File: config.mk
export PLATFORM = sky130hd
export DESIGN_NAME = quadrature_position_velocity_unit_flat
export DESIGN_NICKNAME = d
export VERILOG_FILES = /design/src/hw/rtl/qpv_pkg.sv /design/src/hw/rtl/qpv_if.sv /design/src/hw/rtl/quadrature_position_velocity_unit.sv /design/src/hw/rtl/qpv_div.sv /design/src/hw/rtl/qpv_mul.sv /design/src/hw/rtl/qpv_core.sv /design/src/flat_wrapper.sv
export SDC_FILE = /design/constraint.sdc
export NUM_CORES = 2
export LEC_CHECK = 0
export BUFFER_PORTS_ARGS = -buffer_cell sky130_fd_sc_hd__buf_2
export CAP_MARGIN = 40
export CORE_MARGIN = 1
export CORE_UTILIZATION = 56
export DETAILED_ROUTE_END_ITERATION = 10
export PLACE_DENSITY_LB_ADDON = 0.15
export SYNTH_ARGS = -nofsm -noshare
export SYNTH_HDL_FRONTEND = slang
export SYNTH_HIERARCHICAL = 1
export SYNTH_SLANG_ARGS = --single-unit
File: constraint.sdc
create_clock -name clk -period 11.75 [get_ports clk]
set_clock_uncertainty 0.2 [all_clocks]
set_input_delay 1.175 -clock clk [delete_from_list [all_inputs] [get_ports clk]]
set_output_delay 1.175 -clock clk [all_outputs]
set_load 0.05 [all_outputs]
File: src/hw/rtl/qpv_pkg.sv
// Shared types, constants and sequencer states for the quadrature position and velocity unit.
package qpv_pkg;

  // Field widths.
  localparam int CNT_W = 16;
  localparam int ANG_W = 16;
  localparam int CFG_W = 16;
  localparam int IDX_W = 2;

  // Counts per revolution after reset and after an init command.
  localparam logic [CNT_W-1:0] DEFAULT_CPR = 16'd4096;

  // 256 steps per turn times one million microseconds per second.
  localparam logic [27:0] VEL_SCALE = 28'd256000000;

  // Shared divider: operand width and iteration counter width.
  localparam int DIV_W   = 48;
  localparam int DIV_IDX_W = 6;

  // Dividend widths, i.e. iteration counts, of the four divisions.
  localparam logic [DIV_IDX_W-1:0] DIV_BITS_CNT  = 6'd16;
  localparam logic [DIV_IDX_W-1:0] DIV_BITS_MECH = 6'd32;
  localparam logic [DIV_IDX_W-1:0] DIV_BITS_ELEC = 6'd40;
  localparam logic [DIV_IDX_W-1:0] DIV_BITS_VEL  = 6'd48;

  // Command codes; the unused code behaves as an update.
  localparam logic [1:0] CMD_UPDATE = 2'd0;
  localparam logic [1:0] CMD_RESET  = 2'd1;
  localparam logic [1:0] CMD_INIT   = 2'd2;

  // Configuration register indexes.
  localparam logic [IDX_W-1:0] REG_CPR    = 2'd0;
  localparam logic [IDX_W-1:0] REG_POLE   = 2'd1;
  localparam logic [IDX_W-1:0] REG_OFFSET = 2'd2;

  typedef struct packed {
    logic [CNT_W-1:0] counts_per_rev;
    logic [7:0]       pole_pair_cnt;
    logic [ANG_W-1:0] offset_angle;
  } cfg_t;

  typedef struct packed {
    logic [1:0]       cmd;
    logic [CNT_W-1:0] counter_value;
    logic [31:0]      now_us;
    logic             index_pin;
  } enc_t;

  typedef struct packed {
    logic [ANG_W-1:0]    mech_angle;
    logic [ANG_W-1:0]    elec_phase;
    logic signed [31:0]  velocity;
    logic [CNT_W-1:0]    last_counter;
    logic                direction;
    logic signed [31:0]  running_count;
    logic                index_latched;
  } est_t;

  typedef struct packed {
    logic                 start;
    logic [DIV_W-1:0]     dividend;
    logic [DIV_W-1:0]     divisor;
    logic [DIV_IDX_W-1:0] nbits;
  } div_req_t;

  typedef struct packed {
    logic             done;
    logic [DIV_W-1:0] quot;
    logic [DIV_W-1:0] rem;
  } div_rsp_t;

  typedef struct packed {
    logic        en;
    logic [31:0] a;
    logic [31:0] b;
  } mul_req_t;

  typedef enum logic [3:0] {
    ST_IDLE,
    ST_PREP,
    ST_CURM,
    ST_CURM_WAIT,
    ST_MECH,
    ST_MECH_WAIT,
    ST_ELEC,
    ST_ELEC_WAIT,
    ST_DEN,
    ST_VEL,
    ST_VEL_WAIT,
    ST_FINISH
  } seq_state_t;

endpackage

File: src/hw/rtl/qpv_if.sv
// Valid/ready channel interfaces for encoder samples and position estimates.
interface qpv_in_if;
  logic        valid;
  logic        ready;
  logic [1:0]  cmd;
  logic [15:0] counter_value;
  logic [31:0] now_us;
  logic        index_pin;

  modport source (output valid, cmd, counter_value, now_us, index_pin, input ready);
  modport sink (input valid, cmd, counter_value, now_us, index_pin, output ready);
endinterface

interface qpv_out_if;
  logic               valid;
  logic               ready;
  logic [15:0]        mech_angle;
  logic [15:0]        elec_phase;
  logic signed [31:0] velocity;
  logic [15:0]        last_counter;
  logic               direction;
  logic signed [31:0] running_count;
  logic               index_latched;

  modport source (output valid, mech_angle, elec_phase, velocity, last_counter, direction,
                  running_count, index_latched, input ready);
  modport sink (input valid, mech_angle, elec_phase, velocity, last_counter, direction,
                running_count, index_latched, output ready);
endinterface

File: src/hw/rtl/quadrature_position_velocity_unit.sv
// Top level of the quadrature encoder position and velocity unit.
// Each encoder word carries a command, the sampled counter, a microsecond
// timestamp and the index pin level, and produces exactly one estimate word.
// A reset-count or init word goes straight to the finish state, which loads
// its estimate into the output register and returns the unit to idle.
// An update runs on one shared restoring divider (one quotient bit per
// cycle) and one shared multiplier under a sequencer: four divisions of 16,
// 32, 40 and 48 bits, the last skipped when no time has passed since the
// last word, lead to the finish state that loads the output register.
// The unit takes no new word while one is in flight; a finished estimate
// waits in the output register, and a new word may be accepted meanwhile.
// A second finished estimate holds the sequencer, and with it the input,
// until the output register is emptied.
// Configuration writes are meant for idle periods; a write of zero to the
// counts per revolution or the pole pair count is ignored, and init
// restores counts_per_rev.
module quadrature_position_velocity_unit import qpv_pkg::*; (
  input  logic             clk,
  input  logic             rst,
  input  logic             cfg_we,
  input  logic [IDX_W-1:0] cfg_index,
  input  logic [CFG_W-1:0] cfg_data,
  qpv_in_if.sink           enc,
  qpv_out_if.source        est
);

  cfg_t cfg;
  enc_t item;
  est_t res;
  est_t est_q;
  logic out_valid;
  logic res_ready;
  logic go;
  logic idle;
  logic done;
  logic cpr_reload;

  // Configuration registers.
  always_ff @(posedge clk) begin
    if (rst) begin
      cfg.counts_per_rev <= DEFAULT_CPR;
      cfg.pole_pair_cnt  <= 8'd1;
      cfg.offset_angle   <= '0;
    end else if (cfg_we) begin
      unique case (cfg_index)
        REG_CPR: begin
          if (cfg_data != '0) cfg.counts_per_rev <= cfg_data;
        end
        REG_POLE: begin
          if (cfg_data[7:0] != 8'd0) cfg.pole_pair_cnt <= cfg_data[7:0];
        end
        REG_OFFSET: cfg.offset_angle <= cfg_data;
        default: ;
      endcase
    end else if (cpr_reload) begin
      cfg.counts_per_rev <= DEFAULT_CPR;
    end
  end

  // Input word handoff to the sequencer.
  assign enc.ready          = idle;
  assign go                 = enc.valid && idle;
  assign item.cmd           = enc.cmd;
  assign item.counter_value = enc.counter_value;
  assign item.now_us        = enc.now_us;
  assign item.index_pin     = enc.index_pin;

  qpv_core u_core (
    .clk        (clk),
    .rst        (rst),
    .cfg        (cfg),
    .go         (go),
    .item       (item),
    .res_ready  (res_ready),
    .idle       (idle),
    .done       (done),
    .cpr_reload (cpr_reload),
    .res        (res)
  );

  // Output register: refills in the same cycle the held word is taken.
  assign res_ready = !out_valid || est.ready;

  always_ff @(posedge clk) begin
    if (rst) begin
      out_valid <= 1'b0;
    end else if (done && res_ready) begin
      out_valid <= 1'b1;
    end else if (est.ready) begin
      out_valid <= 1'b0;
    end
  end

  always_ff @(posedge clk) begin
    if (done && res_ready) begin
      est_q <= res;
    end
  end

  assign est.valid         = out_valid;
  assign est.mech_angle    = est_q.mech_angle;
  assign est.elec_phase    = est_q.elec_phase;
  assign est.velocity      = est_q.velocity;
  assign est.last_counter  = est_q.last_counter;
  assign est.direction     = est_q.direction;
  assign est.running_count = est_q.running_count;
  assign est.index_latched = est_q.index_latched;

endmodule

File: src/hw/rtl/qpv_div.sv
// Shared restoring divider that retires one quotient bit per cycle.
module qpv_div import qpv_pkg::*; (
  input  logic     clk,
  input  logic     rst,
  input  div_req_t req,
  output div_rsp_t rsp
);

  logic                 busy;
  logic                 done;
  logic [DIV_IDX_W-1:0] idx;
  logic [DIV_W-1:0]     dvd;
  logic [DIV_W-1:0]     dvs;
  logic [DIV_W-1:0]     rem;
  logic [DIV_W-1:0]     quot;

  logic [DIV_W:0] shifted;
  logic [DIV_W:0] diff;
  logic           ge;

  // Bring down the next dividend bit and try one subtraction.
  always_comb begin
    shifted = {rem, dvd[idx]};
    ge      = shifted >= {1'b0, dvs};
    diff    = shifted - {1'b0, dvs};
  end

  // Control: busy while bits remain, done pulses after the last bit.
  always_ff @(posedge clk) begin
    if (rst) begin
      busy <= 1'b0;
      done <= 1'b0;
    end else begin
      done <= 1'b0;
      if (req.start) begin
        busy <= 1'b1;
      end else if (busy && idx == '0) begin
        busy <= 1'b0;
        done <= 1'b1;
      end
    end
  end

  // Datapath: remainder and quotient shift registers.
  always_ff @(posedge clk) begin
    if (req.start) begin
      dvd  <= req.dividend;
      dvs  <= req.divisor;
      rem  <= '0;
      quot <= '0;
      idx  <= req.nbits - 1'b1;
    end else if (busy) begin
      rem  <= ge ? diff[DIV_W-1:0] : shifted[DIV_W-1:0];
      quot <= {quot[DIV_W-2:0], ge};
      idx  <= idx - 1'b1;
    end
  end

  assign rsp.done = done;
  assign rsp.quot = quot;
  assign rsp.rem  = rem;

endmodule

File: src/hw/rtl/qpv_mul.sv
// Shared 32 by 32 multiplier with a registered product that holds until the next enable.
module qpv_mul import qpv_pkg::*; (
  input  logic        clk,
  input  mul_req_t    req,
  output logic [63:0] prod
);

  // Product register loads only when a step asks for a multiply.
  always_ff @(posedge clk) begin
    if (req.en) begin
      prod <= {32'b0, req.a} * {32'b0, req.b};
    end
  end

endmodule

File: src/hw/rtl/qpv_core.sv
// Sequencer and datapath that run one encoder word through the shared multiplier and divider.
module qpv_core import qpv_pkg::*; (
  input  logic clk,
  input  logic rst,
  input  cfg_t cfg,
  input  logic go,
  input  enc_t item,
  input  logic res_ready,
  output logic idle,
  output logic done,
  output logic cpr_reload,
  output est_t res
);

  seq_state_t state;
  seq_state_t state_next;

  // Architectural state.
  logic [CNT_W-1:0] prev_count;
  logic [31:0]      prev_time;
  logic [31:0]      acc;
  logic             prev_idx;
  logic             flag;
  logic             last_dir;

  // Captured word and intermediate results.
  logic [1:0]        cmd_q;
  logic [CNT_W-1:0]  cur_q;
  logic [31:0]       now_q;
  logic              pin_q;
  logic signed [17:0] delta;
  logic [16:0]       mag;
  logic [31:0]       elapsed;
  logic [CNT_W-1:0]  oc;
  logic [CNT_W-1:0]  mpos;
  logic [ANG_W-1:0]  mech;
  logic [ANG_W-1:0]  elec;
  logic [44:0]       num;
  logic [31:0]       vel;

  div_req_t    div_req;
  div_rsp_t    div_rsp;
  mul_req_t    mul_req;
  logic [63:0] prod;

  logic commit;

  qpv_div u_div (
    .clk (clk),
    .rst (rst),
    .req (div_req),
    .rsp (div_rsp)
  );

  qpv_mul u_mul (
    .clk  (clk),
    .req  (mul_req),
    .prod (prod)
  );

  // Count change wrapped once toward plus or minus half a revolution.
  logic signed [17:0] d0;
  logic signed [17:0] half;
  logic signed [17:0] cpr_s;
  logic signed [17:0] dw;
  logic signed [17:0] dw_neg;

  always_comb begin
    d0     = $signed({2'b00, cur_q}) - $signed({2'b00, prev_count});
    half   = $signed({3'b000, cfg.counts_per_rev[CNT_W-1:1]});
    cpr_s  = $signed({2'b00, cfg.counts_per_rev});
    if (d0 > half) begin
      dw = d0 - cpr_s;
    end else if (d0 < -half) begin
      dw = d0 + cpr_s;
    end else begin
      dw = d0;
    end
    dw_neg = -dw;
  end

  // Offset in counts, rounded, then reduced by one revolution if needed.
  logic [32:0] oc_sum;
  logic [16:0] oc_raw;
  logic [16:0] oc_sub;

  always_comb begin
    oc_sum = {1'b0, prod[31:0]} + 33'd32768;
    oc_raw = oc_sum[32:16];
    oc_sub = oc_raw - {1'b0, cfg.counts_per_rev};
  end

  // Offset-corrected position within one revolution.
  logic [16:0] m_sum;
  logic [16:0] m_sub;

  always_comb begin
    m_sum = {1'b0, div_rsp.rem[CNT_W-1:0]} + {1'b0, cfg.counts_per_rev} - {1'b0, oc};
    m_sub = m_sum - {1'b0, cfg.counts_per_rev};
  end

  // Velocity: saturate the magnitude quotient, then apply the sign.
  logic [31:0] vel_sat;

  always_comb begin
    if (delta[17]) begin
      if (div_rsp.quot > 48'h0000_8000_0000) begin
        vel_sat = 32'h8000_0000;
      end else begin
        vel_sat = div_rsp.quot[31:0];
      end
    end else begin
      if (div_rsp.quot > 48'h0000_7FFF_FFFF) begin
        vel_sat = 32'h7FFF_FFFF;
      end else begin
        vel_sat = div_rsp.quot[31:0];
      end
    end
  end

  // Next state.
  always_comb begin
    state_next = state;
    unique case (state)
      ST_IDLE: begin
        if (go) begin
          if (item.cmd == CMD_RESET || item.cmd == CMD_INIT) begin
            state_next = ST_FINISH;
          end else begin
            state_next = ST_PREP;
          end
        end
      end
      ST_PREP:      state_next = ST_CURM;
      ST_CURM:      state_next = ST_CURM_WAIT;
      ST_CURM_WAIT: if (div_rsp.done) state_next = ST_MECH;
      ST_MECH:      state_next = ST_MECH_WAIT;
      ST_MECH_WAIT: if (div_rsp.done) state_next = ST_ELEC;
      ST_ELEC:      state_next = ST_ELEC_WAIT;
      ST_ELEC_WAIT: if (div_rsp.done) state_next = ST_DEN;
      ST_DEN:       state_next = ST_VEL;
      ST_VEL: begin
        if (elapsed == 32'd0) begin
          state_next = ST_FINISH;
        end else begin
          state_next = ST_VEL_WAIT;
        end
      end
      ST_VEL_WAIT:  if (div_rsp.done) state_next = ST_FINISH;
      ST_FINISH:    if (res_ready) state_next = ST_IDLE;
      default:      state_next = ST_IDLE;
    endcase
  end

  // Outputs: requests to the shared units and the handshake strobes.
  always_comb begin
    div_req = '0;
    mul_req = '0;
    idle    = 1'b0;
    done    = 1'b0;
    unique case (state)
      ST_IDLE: idle = 1'b1;
      ST_PREP: begin
        mul_req.en = 1'b1;
        mul_req.a  = {16'b0, cfg.offset_angle};
        mul_req.b  = {16'b0, cfg.counts_per_rev};
      end
      ST_CURM: begin
        div_req.start    = 1'b1;
        div_req.dividend = {32'b0, cur_q};
        div_req.divisor  = {32'b0, cfg.counts_per_rev};
        div_req.nbits    = DIV_BITS_CNT;
      end
      ST_MECH: begin
        div_req.start    = 1'b1;
        div_req.dividend = {16'b0, mpos, 16'b0};
        div_req.divisor  = {32'b0, cfg.counts_per_rev};
        div_req.nbits    = DIV_BITS_MECH;
        mul_req.en       = 1'b1;
        mul_req.a        = {16'b0, mpos};
        mul_req.b        = {24'b0, cfg.pole_pair_cnt};
      end
      ST_ELEC: begin
        div_req.start    = 1'b1;
        div_req.dividend = {8'b0, prod[23:0], 16'b0};
        div_req.divisor  = {32'b0, cfg.counts_per_rev};
        div_req.nbits    = DIV_BITS_ELEC;
        mul_req.en       = 1'b1;
        mul_req.a        = {15'b0, mag};
        mul_req.b        = {4'b0, VEL_SCALE};
      end
      ST_DEN: begin
        mul_req.en = 1'b1;
        mul_req.a  = {16'b0, cfg.counts_per_rev};
        mul_req.b  = elapsed;
      end
      ST_VEL: begin
        if (elapsed != 32'd0) begin
          div_req.start    = 1'b1;
          div_req.dividend = {3'b0, num};
          div_req.divisor  = prod[DIV_W-1:0];
          div_req.nbits    = DIV_BITS_VEL;
        end
      end
      ST_FINISH: done = 1'b1;
      default: ;
    endcase
  end

  assign commit     = (state == ST_FINISH) && res_ready;
  assign cpr_reload = commit && (cmd_q == CMD_INIT);

  // Values an update leaves behind.
  logic [31:0] acc_new;
  logic        flag_new;

  always_comb begin
    acc_new  = acc + {{14{delta[17]}}, delta};
    flag_new = flag | (pin_q & ~prev_idx);
  end

  // Result word for the command in flight.
  always_comb begin
    unique case (cmd_q)
      CMD_RESET: begin
        res.mech_angle    = '0;
        res.elec_phase    = cfg.offset_angle;
        res.velocity      = '0;
        res.last_counter  = '0;
        res.direction     = last_dir;
        res.running_count = '0;
        res.index_latched = flag;
      end
      CMD_INIT: begin
        res.mech_angle    = '0;
        res.elec_phase    = '0;
        res.velocity      = '0;
        res.last_counter  = cur_q;
        res.direction     = 1'b1;
        res.running_count = '0;
        res.index_latched = 1'b0;
      end
      default: begin
        res.mech_angle    = mech;
        res.elec_phase    = elec;
        res.velocity      = $signed(vel);
        res.last_counter  = cur_q;
        res.direction     = ~delta[17];
        res.running_count = $signed(acc_new);
        res.index_latched = flag_new;
      end
    endcase
  end

  // Sequencer state and architectural state.
  always_ff @(posedge clk) begin
    if (rst) begin
      state      <= ST_IDLE;
      prev_count <= '0;
      prev_time  <= '0;
      acc        <= '0;
      prev_idx   <= 1'b0;
      flag       <= 1'b0;
      last_dir   <= 1'b1;
    end else begin
      state <= state_next;
      if (commit) begin
        prev_time <= now_q;
        unique case (cmd_q)
          CMD_RESET: begin
            prev_count <= '0;
            acc        <= '0;
          end
          CMD_INIT: begin
            prev_count <= cur_q;
            prev_idx   <= pin_q;
            acc        <= '0;
            flag       <= 1'b0;
            last_dir   <= 1'b1;
          end
          default: begin
            prev_count <= cur_q;
            acc        <= acc_new;
            last_dir   <= ~delta[17];
            prev_idx   <= pin_q;
            flag       <= flag_new;
          end
        endcase
      end
    end
  end

  // Intermediate results, each loaded by the step that produces it.
  always_ff @(posedge clk) begin
    if (state == ST_IDLE && go) begin
      cmd_q <= item.cmd;
      cur_q <= item.counter_value;
      now_q <= item.now_us;
      pin_q <= item.index_pin;
    end
    if (state == ST_PREP) begin
      delta   <= dw;
      mag     <= dw[17] ? dw_neg[16:0] : dw[16:0];
      elapsed <= now_q - prev_time;
    end
    if (state == ST_CURM) begin
      oc <= (oc_raw >= {1'b0, cfg.counts_per_rev}) ? oc_sub[CNT_W-1:0] : oc_raw[CNT_W-1:0];
    end
    if (state == ST_CURM_WAIT && div_rsp.done) begin
      mpos <= (m_sum >= {1'b0, cfg.counts_per_rev}) ? m_sub[CNT_W-1:0] : m_sum[CNT_W-1:0];
    end
    if (state == ST_MECH_WAIT && div_rsp.done) begin
      mech <= div_rsp.quot[ANG_W-1:0];
    end
    if (state == ST_ELEC_WAIT && div_rsp.done) begin
      elec <= div_rsp.quot[ANG_W-1:0];
    end
    if (state == ST_DEN) begin
      num <= prod[44:0];
    end
    if (state == ST_VEL && elapsed == 32'd0) begin
      vel <= '0;
    end
    if (state == ST_VEL_WAIT && div_rsp.done) begin
      vel <= delta[17] ? (32'd0 - vel_sat) : vel_sat;
    end
  end

endmodule
File: src/flat_wrapper.sv
// flat-port wrapper written by rule: the top's interface ports become plain ports
module quadrature_position_velocity_unit_flat import qpv_pkg::*;
  (clk, rst, cfg_we, cfg_index, cfg_data, enc_valid, enc_cmd, enc_counter_value, enc_now_us, enc_index_pin, enc_ready, est_valid, est_mech_angle, est_elec_phase, est_velocity, est_last_counter, est_direction, est_running_count, est_index_latched, est_ready);
  qpv_in_if enc_i ();
  qpv_out_if est_i ();
  input  logic clk;
  input  logic rst;
  input  logic cfg_we;
  input  logic [IDX_W-1:0] cfg_index;
  input  logic [CFG_W-1:0] cfg_data;
  input wire logic [$bits(enc_i.valid)-1:0] enc_valid;
  input wire logic [$bits(enc_i.cmd)-1:0] enc_cmd;
  input wire logic [$bits(enc_i.counter_value)-1:0] enc_counter_value;
  input wire logic [$bits(enc_i.now_us)-1:0] enc_now_us;
  input wire logic [$bits(enc_i.index_pin)-1:0] enc_index_pin;
  output wire logic [$bits(enc_i.ready)-1:0] enc_ready;
  output wire logic [$bits(est_i.valid)-1:0] est_valid;
  output wire logic [$bits(est_i.mech_angle)-1:0] est_mech_angle;
  output wire logic [$bits(est_i.elec_phase)-1:0] est_elec_phase;
  output wire logic [$bits(est_i.velocity)-1:0] est_velocity;
  output wire logic [$bits(est_i.last_counter)-1:0] est_last_counter;
  output wire logic [$bits(est_i.direction)-1:0] est_direction;
  output wire logic [$bits(est_i.running_count)-1:0] est_running_count;
  output wire logic [$bits(est_i.index_latched)-1:0] est_index_latched;
  input wire logic [$bits(est_i.ready)-1:0] est_ready;
  assign enc_i.valid = enc_valid;
  assign enc_i.cmd = enc_cmd;
  assign enc_i.counter_value = enc_counter_value;
  assign enc_i.now_us = enc_now_us;
  assign enc_i.index_pin = enc_index_pin;
  assign enc_ready = enc_i.ready;
  assign est_valid = est_i.valid;
  assign est_mech_angle = est_i.mech_angle;
  assign est_elec_phase = est_i.elec_phase;
  assign est_velocity = est_i.velocity;
  assign est_last_counter = est_i.last_counter;
  assign est_direction = est_i.direction;
  assign est_running_count = est_i.running_count;
  assign est_index_latched = est_i.index_latched;
  assign est_i.ready = est_ready;
  quadrature_position_velocity_unit u_core (.clk(clk), .rst(rst), .cfg_we(cfg_we), .cfg_index(cfg_index), .cfg_data(cfg_data), .enc(enc_i), .est(est_i));
endmodule
==> out/results.txt <==
Status - finished, final reports clean
Hold path cells - 2
Min-delay worst type - reg -> reg
Slew headroom - 0.323
Largest stage delay, worst path - 0.77 ns
Hold path start - u_core/u_core/prev_count[1]
# H-tree levels - 3
Vias - 53600
Fmax achieved - 0.0990 GHz
Die Footprint - 128000 um^2
Crit Path Class - reg -> reg
Skew-Pair Late Insertion Delay - 0.69 ns
Largest net degree at the start of global routing - 150
GPL Wtd Cong - 0.973
Std-Cell Rows - 130
RSZ-0062 raised after global routing - false
CTS tree - built
Synth-to-Final Area Change - 7.88%
Worst EP required - 11.97 ns
Clock sinks - 748
Reg-to-Reg Start - u_core/u_core/state[3]
Core Area - 126000 um^2
Initial DRC Count - 4964
CP Capture Type - flop
Slew Limit Fails - 0
Post-synthesis cell count - 7358
Chip width - 358 um
Core Util, Final - 0.609
Slowest CP cell - dfxtp_1
DR pass1 iterations - 7
Final Cycle Share - 0.860
Setup violation total in the final timing report - 0
Via density per instance - 5.88
GRT Overall Usage - 0.326
Final ANT Viol Nets - 0
Overflow after GRT - 0
Worst r2r dst - u_core/u_core/u_mul/prod[42]
CP Data Arrival Time - 10.32 ns
Final wirelength - 208000 um
Leak pwr - 0.0340 uW
Worst-case reg-to-reg path depth - 30
Hold buffers post-CTS - 0
Final setup TNS - 0 ns
YS warnings - 6
Die Y - 358 um
PostCTS Resize Cnt - 0
CP max FO - 50
Io pins - 190
Mapped Area - 71000 um^2
Initial core utilization - 0.565
Max Cap Viol - 0
Minimum clock period - 10.10 ns
CTS max path bufs - 3
Final Hold Viols - 0
Buffers on Ports - 189
CTS Root Cell - clkbuf_16
VDD IR-drop max - 0.231 mV
NumNets Final - 8704
Worst-margin pin slew - 1.01 ns
Post-DP HPWL - 161000 um
Mean Syn Cell Area - 9.65 um^2
Worst Hold End - u_core/u_core/prev_count[1]
Fraction of layout cells with a size suffix above 1 - 0.0769
Antenna violations before repair - 4
# Post-CTS Setup Buffers - 0
DRC - 0
Global-route wire length before repair - 317000 um
PwrDens - 227 nW/um^2
DR WL/cell - 22.8 um
Num CTS Buffers - 82
R2r setup slk - 1.65 ns
Setup crit start kind - flop
Most used cell along the critical path - fa_1
Worst-path clk slew - 0.07 ns
Vias in the first global route - 53600
-- critical path, delay by kind of cell (launching register included) --
kind                       cells  cell delay (ns)
adders and majority gates      9             3.75
and+or+nand+nor                8             2.13
buffers and inverters          7             1.64
AOI/OAI and AO/OA              5             1.15
DFF                            1             0.77
xor gates and xnor gates       1             0.14
-- power breakdown --
group	switching [uW]	total, uW	internal, uW	leakage (uW)
Clock	1130	2670	1540	0.00136
Sequential	541	4360	3820	0.00681
Combinational	6480	10400	3870	0.0259
Total	8160	17400	9230	0.0340
-- state kept, by name, summed over array words and instances, names as in the netlist, 40 cells and up --
register,count
u_core/u_core/u_div/dvd,48
u_core/u_core/u_div/dvs,48
u_core/u_core/u_div/quot,48
u_core/u_core/u_div/rem,48
u_core/u_core/u_mul/prod,48
u_core/u_core/num,45
u_core/cfg,40
-- stage by stage --
stage / cells / area [um^2] / hold WS, ns / total power, uW / setup slack [ns]
2_1_floorplan: 7424 / 71300 / 0.217 / 11500 / 1.63
3_3_place_gp: 8930 / 73400 / 0.238 / 14200 / 2.01
3_5_place_dp: 8954 / 73800 / 0.245 / 14400 / 1.79
4_1_cts: 9106 / 76600 / 0.255 / 17100 / 1.76
5_1_grt: 9107 / 76600 / 0.268 / 18500 / 1.17
6_report: 9111 / 76600 / 0.251 / 17400 / 1.65
-- worst max path at each step --
stage / startpoint / to / slack (ns) / cells past startpoint
6_report: u_core/u_core/state[3] / u_core/u_core/u_mul/prod[42] / 1.65 / 30
3_3_place_gp: u_core/u_core/state[3] / u_core/u_core/u_mul/prod[42] / 2.01 / 30
5_1_grt: u_core/u_core/state[3] / u_core/u_core/u_mul/prod[42] / 1.17 / 30
3_5_place_dp: u_core/u_core/state[3] / u_core/u_core/u_mul/prod[41] / 1.79 / 27
2_1_floorplan: u_core/u_core/state[0] / u_core/u_core/u_mul/prod[41] / 1.63 / 29
4_1_cts: u_core/u_core/state[3] / u_core/u_core/u_mul/prod[41] / 1.76 / 27
-- area by class of cell --
class / instances / area [um^2]
Tap cell: 1650 / 2060
Antenna cell: 5 / 12.5
Multi-Input combinational cell: 5222 / 45600
Inverter: 1032 / 3870
Clock inverter: 50 / 583
Sequential cell: 748 / 20200
Timing Repair Buffer: 302 / 2090
Fill cell: 10700 / 49100
Clock buffer: 102 / 2220
-- metal layers --
layer / global-route usage / wire length (um) / vias to the layer above
li1: - / - / 24200
met1: 0.445 / 87700 / 26900
met2: 0.527 / 96800 / 2047
met3: 0.0523 / 15500 / 409
met4: 0.118 / 7900 / 4
met5: 0 / 34 / -
-- cells in the final DEF, fill, tap and decap left out, types with 72 or more instances in the layout --
cell       instances
xor2_1            72
inv_1           1030
buf_4             93
fa_1             818
dfxtp_1          225
o21ai_0          160
edfxtp_1         522
nand2_1          832
a21o_1           103
clkbuf_16         84
nor2_1           320
ha_1             423
buf_2            189
and2_1           668
a21oi_1          393
xnor2_1          154
mux2i_1           90
Power figures use the tool's default switching activity.
